## config.mk

```make
export PLATFORM = sky130hd
export DESIGN_NAME = bldc_speed_ramp_pi_top_flat
export DESIGN_NICKNAME = d
export VERILOG_FILES = /design/src/design/bsrpi_pkg.sv /design/src/design/bsrpi_if.sv /design/src/design/bldc_speed_ramp_pi_top.sv /design/src/flat_wrapper.sv
export SDC_FILE = /design/constraint.sdc
export NUM_CORES = 2
export LEC_CHECK = 0
export ABC_AREA = 0
export BUFFER_PORTS_ARGS = -buffer_cell sky130_fd_sc_hd__buf_2
export CORE_MARGIN = 2
export CORE_UTILIZATION = 35
export DETAILED_ROUTE_END_ITERATION = 6
export PLACE_DENSITY_LB_ADDON = 0.2
export SYNTH_ARGS = -nofsm -noshare
export SYNTH_HDL_FRONTEND = slang
export SYNTH_SLANG_ARGS = --single-unit
```

## constraint.sdc

```tcl
create_clock -name clk -period 13.3 [get_ports clk]
set_input_delay 1.995 -clock clk [delete_from_list [all_inputs] [get_ports clk]]
set_output_delay 1.995 -clock clk [all_outputs]
set_load 0.005 [all_outputs]
```

## src/design/bsrpi_pkg.sv

```systemverilog
// Shared types, codes and constants of the speed ramp and PI duty block.
// No dependencies; every other design file imports this package.
package bsrpi_pkg;

  // Moving average depth and the widths that follow from it
  localparam int AVG_DEPTH  = 6;
  localparam int POS_W      = (AVG_DEPTH > 1) ? $clog2(AVG_DEPTH) : 1;
  localparam int SPEED_W    = 16;
  localparam int RING_SUM_W = SPEED_W + $clog2(AVG_DEPTH);
  // Division by AVG_DEPTH through a rounded-up reciprocal, exact for every ring sum
  localparam int AVG_SHIFT  = RING_SUM_W + $clog2(AVG_DEPTH);
  localparam int RECIP_W    = AVG_SHIFT + 1;
  localparam logic [RECIP_W-1:0] AVG_RECIP =
    RECIP_W'(((64'd1 << AVG_SHIFT) + 64'(AVG_DEPTH) - 64'd1) / 64'(AVG_DEPTH));

  // Controller arithmetic widths
  localparam int EDGE_W   = 8;
  localparam int RPM_W    = 14;
  localparam int RPE_W    = 10;
  localparam int STEP_W   = 8;
  localparam int GAIN_W   = 16;
  localparam int RAMP_W   = 18;
  localparam int INTEG_W  = 19;
  localparam int ERR_W    = 18;
  localparam int ACC_W    = INTEG_W + 1;
  localparam int PPROD_W  = ERR_W + GAIN_W + 1;
  localparam int IPROD_W  = INTEG_W + GAIN_W + 1;
  localparam int NUMER_W  = IPROD_W + 1;

  // Duty scaling: numerator / DUTY_DIV, saturated at DUTY_MAX
  localparam int DUTY_W   = 7;
  localparam int DUTY_DIV = 10000;
  localparam int DUTY_MAX = 100;
  localparam int NUM_CAP  = DUTY_MAX * DUTY_DIV;
  localparam int NUM_W    = $clog2(NUM_CAP + 1);
  // Division by DUTY_DIV through a rounded-up reciprocal, exact up to NUM_CAP
  localparam int QUOT_SHIFT = 32;
  localparam int QRECIP_W   = 19;
  localparam logic [QRECIP_W-1:0] DUTY_RECIP =
    QRECIP_W'(((64'd1 << QUOT_SHIFT) + 64'(DUTY_DIV) - 64'd1) / 64'(DUTY_DIV));

  typedef logic [2:0]          op_t;
  typedef logic [RPM_W-1:0]    rpm_t;
  typedef logic [DUTY_W-1:0]   duty_t;
  typedef logic [1:0]          brake_t;
  typedef logic [SPEED_W-1:0]  speed_t;
  typedef logic [2:0]          cfg_index_t;
  typedef logic [INTEG_W-1:0]  cfg_data_t;

  // Operation codes
  localparam op_t OP_HALL   = 3'd0;
  localparam op_t OP_TICK   = 3'd1;
  localparam op_t OP_START  = 3'd2;
  localparam op_t OP_STOP   = 3'd3;
  localparam op_t OP_ESTOP  = 3'd4;
  localparam op_t OP_TARGET = 3'd5;

  // Brake commands
  localparam brake_t BRAKE_NONE    = 2'd0;
  localparam brake_t BRAKE_ENGAGE  = 2'd1;
  localparam brake_t BRAKE_RELEASE = 2'd2;

  // Configuration register indexes
  localparam cfg_index_t CFG_ACCEL_STEP    = 3'd0;
  localparam cfg_index_t CFG_DECEL_STEP    = 3'd1;
  localparam cfg_index_t CFG_ESTOP_STEP    = 3'd2;
  localparam cfg_index_t CFG_INTEGRAL_HIGH = 3'd3;
  localparam cfg_index_t CFG_INTEGRAL_LOW  = 3'd4;
  localparam cfg_index_t CFG_PROP_GAIN     = 3'd5;
  localparam cfg_index_t CFG_INTEG_GAIN    = 3'd6;
  localparam cfg_index_t CFG_RPM_PER_EDGE  = 3'd7;

  // Register reset values
  localparam logic [STEP_W-1:0]         RST_ACCEL_STEP    = 8'd3;
  localparam logic [STEP_W-1:0]         RST_DECEL_STEP    = 8'd6;
  localparam logic [STEP_W-1:0]         RST_ESTOP_STEP    = 8'd10;
  localparam logic [INTEG_W-2:0]        RST_INTEGRAL_HIGH = 18'd140000;
  localparam logic signed [INTEG_W-1:0] RST_INTEGRAL_LOW  = -19'sd20000;
  localparam logic [GAIN_W-1:0]         RST_PROP_GAIN     = 16'd300;
  localparam logic [GAIN_W-1:0]         RST_INTEG_GAIN    = 16'd4;
  localparam logic [RPE_W-1:0]          RST_RPM_PER_EDGE  = 10'd250;

  // Result fields that ride along the duty pipeline
  typedef struct packed {
    logic   duty_valid;
    brake_t brake_command;
    speed_t speed_now;
  } tag_t;

endpackage

```

## src/design/bsrpi_if.sv

```systemverilog
// Valid/ready channels of the speed ramp and PI duty block: command requests in,
// results out. Depends on bsrpi_pkg.
interface bsrpi_cmd_if;
  import bsrpi_pkg::*;
  logic valid;
  logic ready;
  op_t  operation;
  rpm_t target_rpm;
  modport source (output valid, operation, target_rpm, input ready);
  modport sink (input valid, operation, target_rpm, output ready);
endinterface

interface bsrpi_res_if;
  import bsrpi_pkg::*;
  logic   valid;
  logic   ready;
  logic   duty_valid;
  duty_t  duty;
  brake_t brake_command;
  speed_t speed_now;
  modport source (output valid, duty_valid, duty, brake_command, speed_now, input ready);
  modport sink (input valid, duty_valid, duty, brake_command, speed_now, output ready);
endinterface

```

## src/design/bldc_speed_ramp_pi_top.sv

```systemverilog
// Speed ramp and PI duty controller for a brushless motor.
// Depends on bsrpi_pkg and the channel interfaces in bsrpi_if.
//
// One request (hall edge, tick, start, stop, emergency stop, set target) is
// taken every clock cycle while cmd.ready is high, and yields exactly one
// result. All controller state (edge count, speed ring and its mean, ramp
// setpoint, integral, run flags) is updated in the cycle the request is
// taken, so requests may follow back to back. The duty value then passes a
// four-register pipeline (error and integral, the two gain products, the
// saturated numerator, the divide by 10000 into the result register); the
// pipeline advances only while the result side keeps taking results.
// Configuration writes take effect on the next request; no clearing pass follows reset.
module bldc_speed_ramp_pi_top (
  input  logic                  clk,
  input  logic                  rst,
  input  logic                  cfg_write,
  input  bsrpi_pkg::cfg_index_t cfg_index,
  input  bsrpi_pkg::cfg_data_t  cfg_data,
  bsrpi_cmd_if.sink             cmd,
  bsrpi_res_if.source           result
);
  import bsrpi_pkg::*;

  // Configuration registers
  logic [STEP_W-1:0]         accel_step;
  logic [STEP_W-1:0]         decel_step;
  logic [STEP_W-1:0]         estop_step;
  logic [INTEG_W-2:0]        integral_high;
  logic signed [INTEG_W-1:0] integral_low;
  logic [GAIN_W-1:0]         prop_gain;
  logic [GAIN_W-1:0]         integ_gain;
  logic [RPE_W-1:0]          rpm_per_edge;
  logic [RPE_W-1:0]          rpm_per_edge_next;

  // Controller state
  logic [EDGE_W-1:0]         edge_count, edge_count_next;
  speed_t                    edge_entry;
  speed_t                    speed_ring [AVG_DEPTH];
  logic [POS_W-1:0]          ring_pos, ring_pos_next;
  logic [RING_SUM_W-1:0]     ring_sum, ring_sum_next;
  speed_t                    measured_speed, measured_speed_next;
  logic signed [RAMP_W-1:0]  ramp_setpoint, ramp_setpoint_next;
  logic signed [INTEG_W-1:0] error_integral, error_integral_next;
  rpm_t                      target_speed, target_speed_next;
  logic                      running, running_next;
  logic                      emergency, emergency_next;

  logic                      fire;
  logic                      ring_we;
  logic                      duty_upd;
  logic                      down_en;
  logic [STEP_W-1:0]         down_step;
  brake_t                    brake;
  logic signed [ERR_W-1:0]   err;
  logic signed [ACC_W-1:0]   acc;
  logic signed [INTEG_W-1:0] acc_cl;
  logic [EDGE_W+RPE_W-1:0]   entry_prod;
  logic [RING_SUM_W+RECIP_W-1:0] avg_prod;
  tag_t                      tag_next;

  // Duty pipeline
  logic                      s1_valid, s2_valid, s3_valid, out_valid;
  logic                      s1_open, s2_open, s3_open, out_open;
  logic signed [ERR_W-1:0]   s1_err;
  logic signed [INTEG_W-1:0] s1_integ;
  tag_t                      s1_tag, s2_tag, s3_tag;
  logic signed [PPROD_W-1:0] s2_pprod;
  logic signed [IPROD_W-1:0] s2_iprod;
  logic [NUM_W-1:0]          s3_num;
  logic signed [NUMER_W-1:0] numer;
  logic [NUM_W-1:0]          num_sat;
  logic [NUM_W+QRECIP_W-1:0] quot_prod;
  duty_t                     quot;
  tag_t                      out_tag;
  duty_t                     out_duty;

  assign fire = cmd.valid && cmd.ready;

  // PI error and clamped integral, from the state before this request
  always_comb begin
    err = ERR_W'(ramp_setpoint) - $signed(ERR_W'({1'b0, measured_speed}));
    acc = ACC_W'(error_integral) + ACC_W'(err);
    if (acc > $signed(ACC_W'({1'b0, integral_high}))) begin
      acc_cl = $signed({1'b0, integral_high});
    end else if (acc < ACC_W'(integral_low)) begin
      acc_cl = integral_low;
    end else begin
      acc_cl = INTEG_W'(acc);
    end
  end

  always_comb begin
    edge_count_next     = edge_count;
    ring_pos_next       = ring_pos;
    ring_sum_next       = ring_sum;
    measured_speed_next = measured_speed;
    ramp_setpoint_next  = ramp_setpoint;
    error_integral_next = error_integral;
    target_speed_next   = target_speed;
    running_next        = running;
    emergency_next      = emergency;
    ring_we             = 1'b0;
    duty_upd            = 1'b0;
    down_en             = 1'b0;
    down_step           = decel_step;
    brake               = BRAKE_NONE;
    avg_prod            = '0;
    if (fire) begin
      duty_upd = (cmd.operation == OP_HALL) || (cmd.operation == OP_START) ||
                 ((cmd.operation == OP_TICK) && running && (measured_speed == '0));
      if (duty_upd) begin
        error_integral_next = acc_cl;
      end
      case (cmd.operation)
        OP_HALL: begin
          if (edge_count != '1) begin
            edge_count_next = edge_count + EDGE_W'(1);
          end
        end
        OP_TICK: begin
          if (emergency) begin
            down_en   = (ramp_setpoint >= 0);
            down_step = estop_step;
          end else if (running) begin
            if (ramp_setpoint < $signed(RAMP_W'({1'b0, target_speed}))) begin
              ramp_setpoint_next = ramp_setpoint + $signed(RAMP_W'({1'b0, accel_step}));
            end else begin
              down_en = 1'b1;
            end
          end else begin
            down_en = (ramp_setpoint >= 0);
          end
          if (down_en) begin
            ramp_setpoint_next = ramp_setpoint - $signed(RAMP_W'({1'b0, down_step}));
            if (measured_speed == '0) begin
              error_integral_next = '0;
              brake               = BRAKE_ENGAGE;
            end
          end
          // Retire the oldest ring entry, add this interval's edges, take the mean
          edge_count_next = '0;
          ring_we         = 1'b1;
          ring_sum_next   = ring_sum - RING_SUM_W'(speed_ring[ring_pos]) +
                            RING_SUM_W'(edge_entry);
          ring_pos_next   = (ring_pos == POS_W'(AVG_DEPTH - 1)) ? '0 :
                            ring_pos + POS_W'(1);
          avg_prod        = (RING_SUM_W+RECIP_W)'(ring_sum_next) *
                            (RING_SUM_W+RECIP_W)'(AVG_RECIP);
          measured_speed_next = avg_prod[AVG_SHIFT +: SPEED_W];
        end
        OP_START: begin
          brake             = BRAKE_RELEASE;
          target_speed_next = cmd.target_rpm;
          running_next      = 1'b1;
          emergency_next    = 1'b0;
        end
        OP_STOP: begin
          running_next = 1'b0;
        end
        OP_ESTOP: begin
          emergency_next = 1'b1;
          running_next   = 1'b0;
        end
        OP_TARGET: begin
          target_speed_next = cmd.target_rpm;
        end
        default: begin
        end
      endcase
    end
    tag_next.duty_valid    = duty_upd;
    tag_next.brake_command = brake;
    tag_next.speed_now     = measured_speed_next;
  end

  // Keep edge_entry equal to the saturated edge_count * rpm_per_edge at all times
  assign rpm_per_edge_next = (cfg_write && (cfg_index == CFG_RPM_PER_EDGE)) ?
                             cfg_data[RPE_W-1:0] : rpm_per_edge;
  assign entry_prod = (EDGE_W+RPE_W)'(edge_count_next) * (EDGE_W+RPE_W)'(rpm_per_edge_next);

  always_ff @(posedge clk) begin
    if (rst) begin
      accel_step     <= RST_ACCEL_STEP;
      decel_step     <= RST_DECEL_STEP;
      estop_step     <= RST_ESTOP_STEP;
      integral_high  <= RST_INTEGRAL_HIGH;
      integral_low   <= RST_INTEGRAL_LOW;
      prop_gain      <= RST_PROP_GAIN;
      integ_gain     <= RST_INTEG_GAIN;
      rpm_per_edge   <= RST_RPM_PER_EDGE;
      edge_count     <= '0;
      edge_entry     <= '0;
      ring_pos       <= '0;
      ring_sum       <= '0;
      measured_speed <= '0;
      ramp_setpoint  <= '0;
      error_integral <= '0;
      target_speed   <= '0;
      running        <= 1'b0;
      emergency      <= 1'b0;
      for (int i = 0; i < AVG_DEPTH; i++) begin
        speed_ring[i] <= '0;
      end
    end else begin
      if (cfg_write) begin
        case (cfg_index)
          CFG_ACCEL_STEP:    accel_step    <= cfg_data[STEP_W-1:0];
          CFG_DECEL_STEP:    decel_step    <= cfg_data[STEP_W-1:0];
          CFG_ESTOP_STEP:    estop_step    <= cfg_data[STEP_W-1:0];
          CFG_INTEGRAL_HIGH: integral_high <= cfg_data[INTEG_W-2:0];
          CFG_INTEGRAL_LOW:  integral_low  <= $signed(cfg_data);
          CFG_PROP_GAIN:     prop_gain     <= cfg_data[GAIN_W-1:0];
          CFG_INTEG_GAIN:    integ_gain    <= cfg_data[GAIN_W-1:0];
          CFG_RPM_PER_EDGE:  rpm_per_edge  <= cfg_data[RPE_W-1:0];
          default: begin
          end
        endcase
      end
      edge_count     <= edge_count_next;
      edge_entry     <= (|entry_prod[EDGE_W+RPE_W-1:SPEED_W]) ? '1 :
                        entry_prod[SPEED_W-1:0];
      ring_pos       <= ring_pos_next;
      ring_sum       <= ring_sum_next;
      measured_speed <= measured_speed_next;
      ramp_setpoint  <= ramp_setpoint_next;
      error_integral <= error_integral_next;
      target_speed   <= target_speed_next;
      running        <= running_next;
      emergency      <= emergency_next;
      if (ring_we) begin
        speed_ring[ring_pos] <= edge_entry;
      end
    end
  end

  // Pipeline flow: a stage loads when it is empty or its content moves on
  assign out_open  = !out_valid || result.ready;
  assign s3_open   = !s3_valid || out_open;
  assign s2_open   = !s2_valid || s3_open;
  assign s1_open   = !s1_valid || s2_open;
  assign cmd.ready = s1_open;

  always_ff @(posedge clk) begin
    if (rst) begin
      s1_valid  <= 1'b0;
      s2_valid  <= 1'b0;
      s3_valid  <= 1'b0;
      out_valid <= 1'b0;
    end else begin
      if (s1_open) begin
        s1_valid <= fire;
      end
      if (s2_open) begin
        s2_valid <= s1_valid;
      end
      if (s3_open) begin
        s3_valid <= s2_valid;
      end
      if (out_open) begin
        out_valid <= s3_valid;
      end
    end
  end

  // Numerator, clipped to 0..DUTY_MAX*DUTY_DIV
  always_comb begin
    numer = NUMER_W'(s2_pprod) + NUMER_W'(s2_iprod);
    if (numer <= 0) begin
      num_sat = '0;
    end else if (numer >= NUMER_W'(NUM_CAP)) begin
      num_sat = NUM_W'(NUM_CAP);
    end else begin
      num_sat = numer[NUM_W-1:0];
    end
  end

  // Divide by DUTY_DIV: multiply by the reciprocal and keep the integer part
  assign quot_prod = (NUM_W+QRECIP_W)'(s3_num) * (NUM_W+QRECIP_W)'(DUTY_RECIP);
  assign quot      = quot_prod[QUOT_SHIFT +: DUTY_W];

  always_ff @(posedge clk) begin
    if (s1_open) begin
      s1_err   <= err;
      s1_integ <= acc_cl;
      s1_tag   <= tag_next;
    end
    if (s2_open) begin
      s2_pprod <= PPROD_W'(s1_err) * PPROD_W'($signed({1'b0, prop_gain}));
      s2_iprod <= IPROD_W'(s1_integ) * IPROD_W'($signed({1'b0, integ_gain}));
      s2_tag   <= s1_tag;
    end
    if (s3_open) begin
      s3_num <= num_sat;
      s3_tag <= s2_tag;
    end
    if (out_open) begin
      out_duty <= s3_tag.duty_valid ? quot : '0;
      out_tag  <= s3_tag;
    end
  end

  assign result.valid         = out_valid;
  assign result.duty_valid    = out_tag.duty_valid;
  assign result.duty          = out_duty;
  assign result.brake_command = out_tag.brake_command;
  assign result.speed_now     = out_tag.speed_now;

endmodule
```

## src/flat_wrapper.sv

```systemverilog
// flat-port wrapper written by rule: the top's interface ports become plain ports
module bldc_speed_ramp_pi_top_flat import bsrpi_pkg::*;
  (clk, rst, cfg_write, cfg_index, cfg_data, cmd_valid, cmd_operation, cmd_target_rpm, cmd_ready, result_valid, result_duty_valid, result_duty, result_brake_command, result_speed_now, result_ready);
  bsrpi_cmd_if cmd_i ();
  bsrpi_res_if result_i ();
  input  logic clk;
  input  logic rst;
  input  logic cfg_write;
  input  bsrpi_pkg::cfg_index_t cfg_index;
  input  bsrpi_pkg::cfg_data_t cfg_data;
  input wire logic [$bits(cmd_i.valid)-1:0] cmd_valid;
  input wire logic [$bits(cmd_i.operation)-1:0] cmd_operation;
  input wire logic [$bits(cmd_i.target_rpm)-1:0] cmd_target_rpm;
  output wire logic [$bits(cmd_i.ready)-1:0] cmd_ready;
  output wire logic [$bits(result_i.valid)-1:0] result_valid;
  output wire logic [$bits(result_i.duty_valid)-1:0] result_duty_valid;
  output wire logic [$bits(result_i.duty)-1:0] result_duty;
  output wire logic [$bits(result_i.brake_command)-1:0] result_brake_command;
  output wire logic [$bits(result_i.speed_now)-1:0] result_speed_now;
  input wire logic [$bits(result_i.ready)-1:0] result_ready;
  assign cmd_i.valid = cmd_valid;
  assign cmd_i.operation = cmd_operation;
  assign cmd_i.target_rpm = cmd_target_rpm;
  assign cmd_ready = cmd_i.ready;
  assign result_valid = result_i.valid;
  assign result_duty_valid = result_i.duty_valid;
  assign result_duty = result_i.duty;
  assign result_brake_command = result_i.brake_command;
  assign result_speed_now = result_i.speed_now;
  assign result_i.ready = result_ready;
  bldc_speed_ramp_pi_top u_core (.clk(clk), .rst(rst), .cfg_write(cfg_write), .cfg_index(cfg_index), .cfg_data(cfg_data), .cmd(cmd_i), .result(result_i));
endmodule
```

# Word level (Yosys, flattened, before mapping)
# Memory sizes are Yosys's and may differ from the RTL's. A register that Yosys moved wholly into a read port is not among the register bits.
# Cells that the tools add are included.
# totals
wordCells,160
in_bits,44
out_inout_bits,28
ff_bits,433
n_memories,1
ram_bits,96
# memory_table
name,words,width,read_ports,rd_clocked_by_memory_dff,write_ports,line_no,source
u_core.speed_ring,6,16,1,1,6,bldc_speed_ramp_pi_top.sv:38,speed_t speed_ring [AVG_DEPTH];
# classes
n_eq_ne,15
mul,5
addsub,9
muxes,44
n_reduce_logical,39
magnitude_cmp,6
# op_table
operator,n
two-way mux 19 bit,6
two-way mux 18 bit,4
two-way mux 16 bit,4
two-way mux 8 bit,5
"multiplier 20 x 19 -> 39 bit, second input constant",1
"multiplier 19 x 20 -> 38 bit, second input constant",1
adder 35 x 36 -> 37 bit,1
"greater-or-equal comparator 37 x 21 -> 1 bit, second input constant",1
"less-or-equal comparator 37 x 1 -> 1 bit, second input constant",1
multiplier 19 x 17 -> 36 bit,1
multiplier 18 x 17 -> 35 bit,1
AND reduction 2 bit,12
"== test 3 bit, second input constant",7
adder 19 x 18 -> 20 bit,1
> comparator 20 x 19 -> 1 bit,1
< comparator 20 x 19 -> 1 bit,1
two-way mux 20 bit,1
adder 19 x 16 -> 19 bit,1
subtractor 19 x 16 -> 19 bit,1
adder 18 x 9 -> 18 bit,1
"greater-or-equal comparator 18 x 1 -> 1 bit, second input constant",1
< comparator 18 x 15 -> 1 bit,1
multiplier 8 x 10 -> 18 bit,1
subtractor 18 x 17 -> 18 bit,1
other kinds (23),62

# Depth between registers and ports, before layout
# depth
depth_word,12
ltp_mapped,38

# Least setup slack after synthesis
# OpenSTA, ideal clock, no wires.
# synth_timing
kind,input to register
startpoint,input result_ready
endpoint,register u_core.edge_entry[7]
required_time_ps,13213
cell_stages,25
arrival_time_ps,10093
path_slack_ps,3120
path_cell_list,nor2b_1 nand4_1 nand2_1 nor2_1 and2_1 buf_2 nor2_1 o21ai_0 o21a_1 clkbuf_1 or2_2 fa_1 inv_1 fa_1 fa_1 fa_1 ha_1 nand2_1 o41ai_1 nand2_1 a2111oi_0 o41ai_1 a31o_2 buf_2 o31ai_1
# synth_via
elab_chain_cells,9
# synth_lines
item,line_no,source
"start, declared",flat_wrapper.sv:20,input wire logic [$bits(result_i.ready)-1:0] result_ready;
logical OR 1 bit *,bldc_speed_ramp_pi_top.sv:237,assign out_open = !out_valid || result.ready;
logical OR 1 bit *,bldc_speed_ramp_pi_top.sv:238,assign s3_open = !s3_valid || out_open;
logical OR 1 bit *,bldc_speed_ramp_pi_top.sv:239,assign s2_open = !s2_valid || s3_open;
logical OR 1 bit *,bldc_speed_ramp_pi_top.sv:240,assign s1_open = !s1_valid || s2_open;
net cmd_ready,flat_wrapper.sv:14,output wire logic [$bits(cmd_i.ready)-1:0] cmd_ready;
logical AND 1 bit *,bldc_speed_ramp_pi_top.sv:77,assign fire = cmd.valid && cmd.ready;
two-way mux 8 bit *,bldc_speed_ramp_pi_top.sv:108,if (fire) begin
multiplier 8 x 10 -> 18 bit *,bldc_speed_ramp_pi_top.sv:179,assign entry_prod = (EDGE_W+RPE_W)'(edge_count_next) * (EDGE_W+RPE_W)'(rpm_per_edge_next);
OR reduction 2 bit,bldc_speed_ramp_pi_top.sv:220,edge_entry <= (|entry_prod[EDGE_W+RPE_W-1:SPEED_W]) ? '1 :
two-way mux 16 bit *,bldc_speed_ramp_pi_top.sv:220,
"end signal, assigned",bldc_speed_ramp_pi_top.sv:220,
"end, declared",bldc_speed_ramp_pi_top.sv:37,speed_t edge_entry;
# The timed path passes the listed nets; every way through them passes the cells marked *.
# A chain may end at the register's enable or synchronous reset.

==> impl_metrics.env <==
export IMPL_synth_top_cells_by_area="fa_1, edfxtp_1, ha_1"
export IMPL_drive_above_1_share_pct=5.275
export IMPL_io_pins=72
export IMPL_final_max_slew_violation_count=0
export IMPL_muxShareOfSynthArea_pct=2.843
export IMPL_ant_nets=0
export IMPL_stdcell_area_sq_um=69540
export IMPL_synth_xor_area_share_pct=2.555
export IMPL_hold_viol=0
export IMPL_fin_tns_setup_ps=0
export IMPL_hpwl_um=134300
export IMPL_wirelength_um=166600
export IMPL_portBuffers=71
export IMPL_die_w_um=432.4
export IMPL_wl_per_cell_um=18.50
export IMPL_clockBufferDepth=3
export IMPL_rsz0062_at_grt="false"
export IMPL_syn_avg_cell_area_sq_um=9.753
export IMPL_gp_congestion=0.8640
export IMPL_cpMaxStageDelayCell="dfxtp_2"
export IMPL_antenna_found_initial=7
export IMPL_ctsResizeCount=0
export IMPL_cts_root_buf="clkbuf_16"
export IMPL_synthArstFlopShare_pct=0
export IMPL_final_cell_mix="inv_1, fa_1, nand2_1"
export IMPL_viasPerCell=4.891
export IMPL_final_common_cell="inv_1"
export IMPL_synth_top_family_by_area="adder cells"
export IMPL_worstPathMaxFanout=18
export IMPL_cts_tree="yes"
export IMPL_ys_types=100
export IMPL_ys_seq_area_share_pct=22.86
export IMPL_fmax_mhz=93.62
export IMPL_rows=157
export IMPL_period_needed_ps=10680
export IMPL_synth_top_area_share_pct=28.39
export IMPL_start_util_pct=35.17
export IMPL_vias=44044
export IMPL_yosysTopAreaCell="fa_1"
export IMPL_ys_ff_latch=564
export IMPL_relSlewSlack_pct=17.68
export IMPL_grt_pass1_vias=48112
export IMPL_drt_iter0_drc=2008
export IMPL_fp_dieArea_sq_um=187000
export IMPL_crit_family="adder cells"
export IMPL_cts_buffers=67
export IMPL_cts_hold_buf=0
export IMPL_drt_first_pass_iters=5
export IMPL_core_sq_um=182700
export IMPL_max_cap_violations=0
export IMPL_clk_latency_ps=680
export IMPL_path_class="flip-flop to flip-flop"
export IMPL_syn_cell_area_sq_um=64240
export IMPL_nFillCells=18325
export IMPL_arrival_ps=11100
export IMPL_ys_warn_count=0
export IMPL_cts_setup_buffers=0
export IMPL_placed_area_sq_um=67160
export IMPL_setup_viol=0
export IMPL_start_kind="flip-flop"
export IMPL_synth_edf_count=339
export IMPL_grt_overflow=0
export IMPL_outcome="complete, no violations"
export IMPL_htree_levels=3
export IMPL_syn_num_nets=8207
export IMPL_die_y_um=432.4
export IMPL_hp_class="flip-flop to flip-flop"
export IMPL_fin_nets=8182
export IMPL_endpoint_kind="flip-flop"
export IMPL_cts_sinks=564
export IMPL_drc=0
export IMPL_grt_pass1_wl_um=270100
export IMPL_synth_adder_area_share_pct=41.34
export IMPL_syn_to_final_growth_pct=8.248
export IMPL_ys_flop_type="edfxtp_1"
export IMPL_yosys_area_share_simple_pct=13.05
export IMPL_cp_required_ps=13720
export IMPL_timing_final_crit_share_pct=80.31
export IMPL_grt_max_degree=77
export IMPL_worst_path_buf_inv=7
export IMPL_cpPeakStageDelay_ps=740
export IMPL_finalClockSkew_ps=35.70
export IMPL_grt_total_usage_pct=18.46
export IMPL_tightest_slew_ps=1231
export IMPL_path_clk_slew_ps=70
export IMPL_syn_inst=6587
export IMPL_synth_compound_area_share_pct=7.989
==> worst paths after layout <==
| check | slack, ps | to | from | depth (start not counted) |
|---|---|---|---|---|
| setup / recovery | 2620 | u_core.s1_tag[12] | flip-flop | 36 |
| hold / removal | 410 | u_core.s2_tag[9] | u_core.s1_tag[9] | 0 |
| setup reg to reg | 2620 | u_core.s1_tag[12] | flip-flop | 36 |
| hold reg to reg | 410 | u_core.s2_tag[9] | u_core.s1_tag[9] | 0 |
==> per-stage QoR <==
step	worst slack (ps)	instances	util, %	hold WS, ps
detailed placement	2554	8878	36.76	404.5
global placement	2569	8878	36.76	402.5
floorplan	3120	6587	-	400.3
CTS	2528	9001	38.06	409.3
global route	1889	9004	38.07	420.4
finish	2619	9005	38.07	410.9
==> cells in the mapped netlist, types with 89 or more instances <==
cell,n
o21ai_0,140
inv_1,1383
fa_1,911
ha_1,665
nor2_1,269
clkbuf_1,172
a21o_1,89
dfxtp_1,225
nand2_1,726
xnor2_1,123
and2_1,313
nor3_1,89
a21oi_1,259
edfxtp_1,339
==> per-layer routing <==
layer	wire length (um)	GRT usage [%]
met3	5685	2.016
met2	82590	32.77
met5	12	0
met1	73020	23.45
met4	5256	5.715
==> state kept, by name, summed over array words and instances, names as in the netlist, 16 cells and up, named ones only <==
name	cells
u_core.s1_err	18
u_core.integ_gain	16
u_core.s1_integ	19
u_core.measured_speed	16
u_core.s2_pprod	35
u_core.ring_sum	19
u_core.error_integral	19
u_core.prop_gain	16
u_core.integral_low	19
u_core.s3_num	20
u_core.s1_tag	19
u_core.s2_iprod	36
u_core.edge_entry	16
u_core.result.speed_now	16
u_core.integral_high	18
u_core.s2_tag	19
u_core.s3_tag	19
u_core.speed_ring	128
u_core.ramp_setpoint	18
==> kinds of logic after synthesis <==
kind of cell             count (synthesis)
AND/OR/NAND/NOR                       1739
buffers and inverters                 1590
adder cells (fa/ha/maj)               1576
AO/OA/AOI/OAI                          794
flip-flops                             564
XOR/XNOR                               185
multiplexers                           139
==> worst register-to-register path: cells and delay by family (launching register included) <==
kind | cells | cell delay, ps
xor+xnor | 1 | 270
fa+ha+maj | 10 | 4270
simple gates | 4 | 720
flops | 1 | 740
buf+inv | 7 | 880
mux | 3 | 1100
compound gates | 11 | 2420
==> area by class of cell <==
class	count	area [sq um]	share of cell area, %
diodes	4	10.01	0.01439
clock buffers	85	1836	2.639
clock inverters	38	534.3	0.7682
inverters	1385	5199	7.476
multi-input cells	4433	43630	62.74
flip-flops and latches	564	14690	21.12
well taps	2385	2984	4.291
repair buffers	111	661.9	0.9518
Power is not shown: default switching activity piles up to over one toggle a cycle in this logic, so the estimate is an artifact.
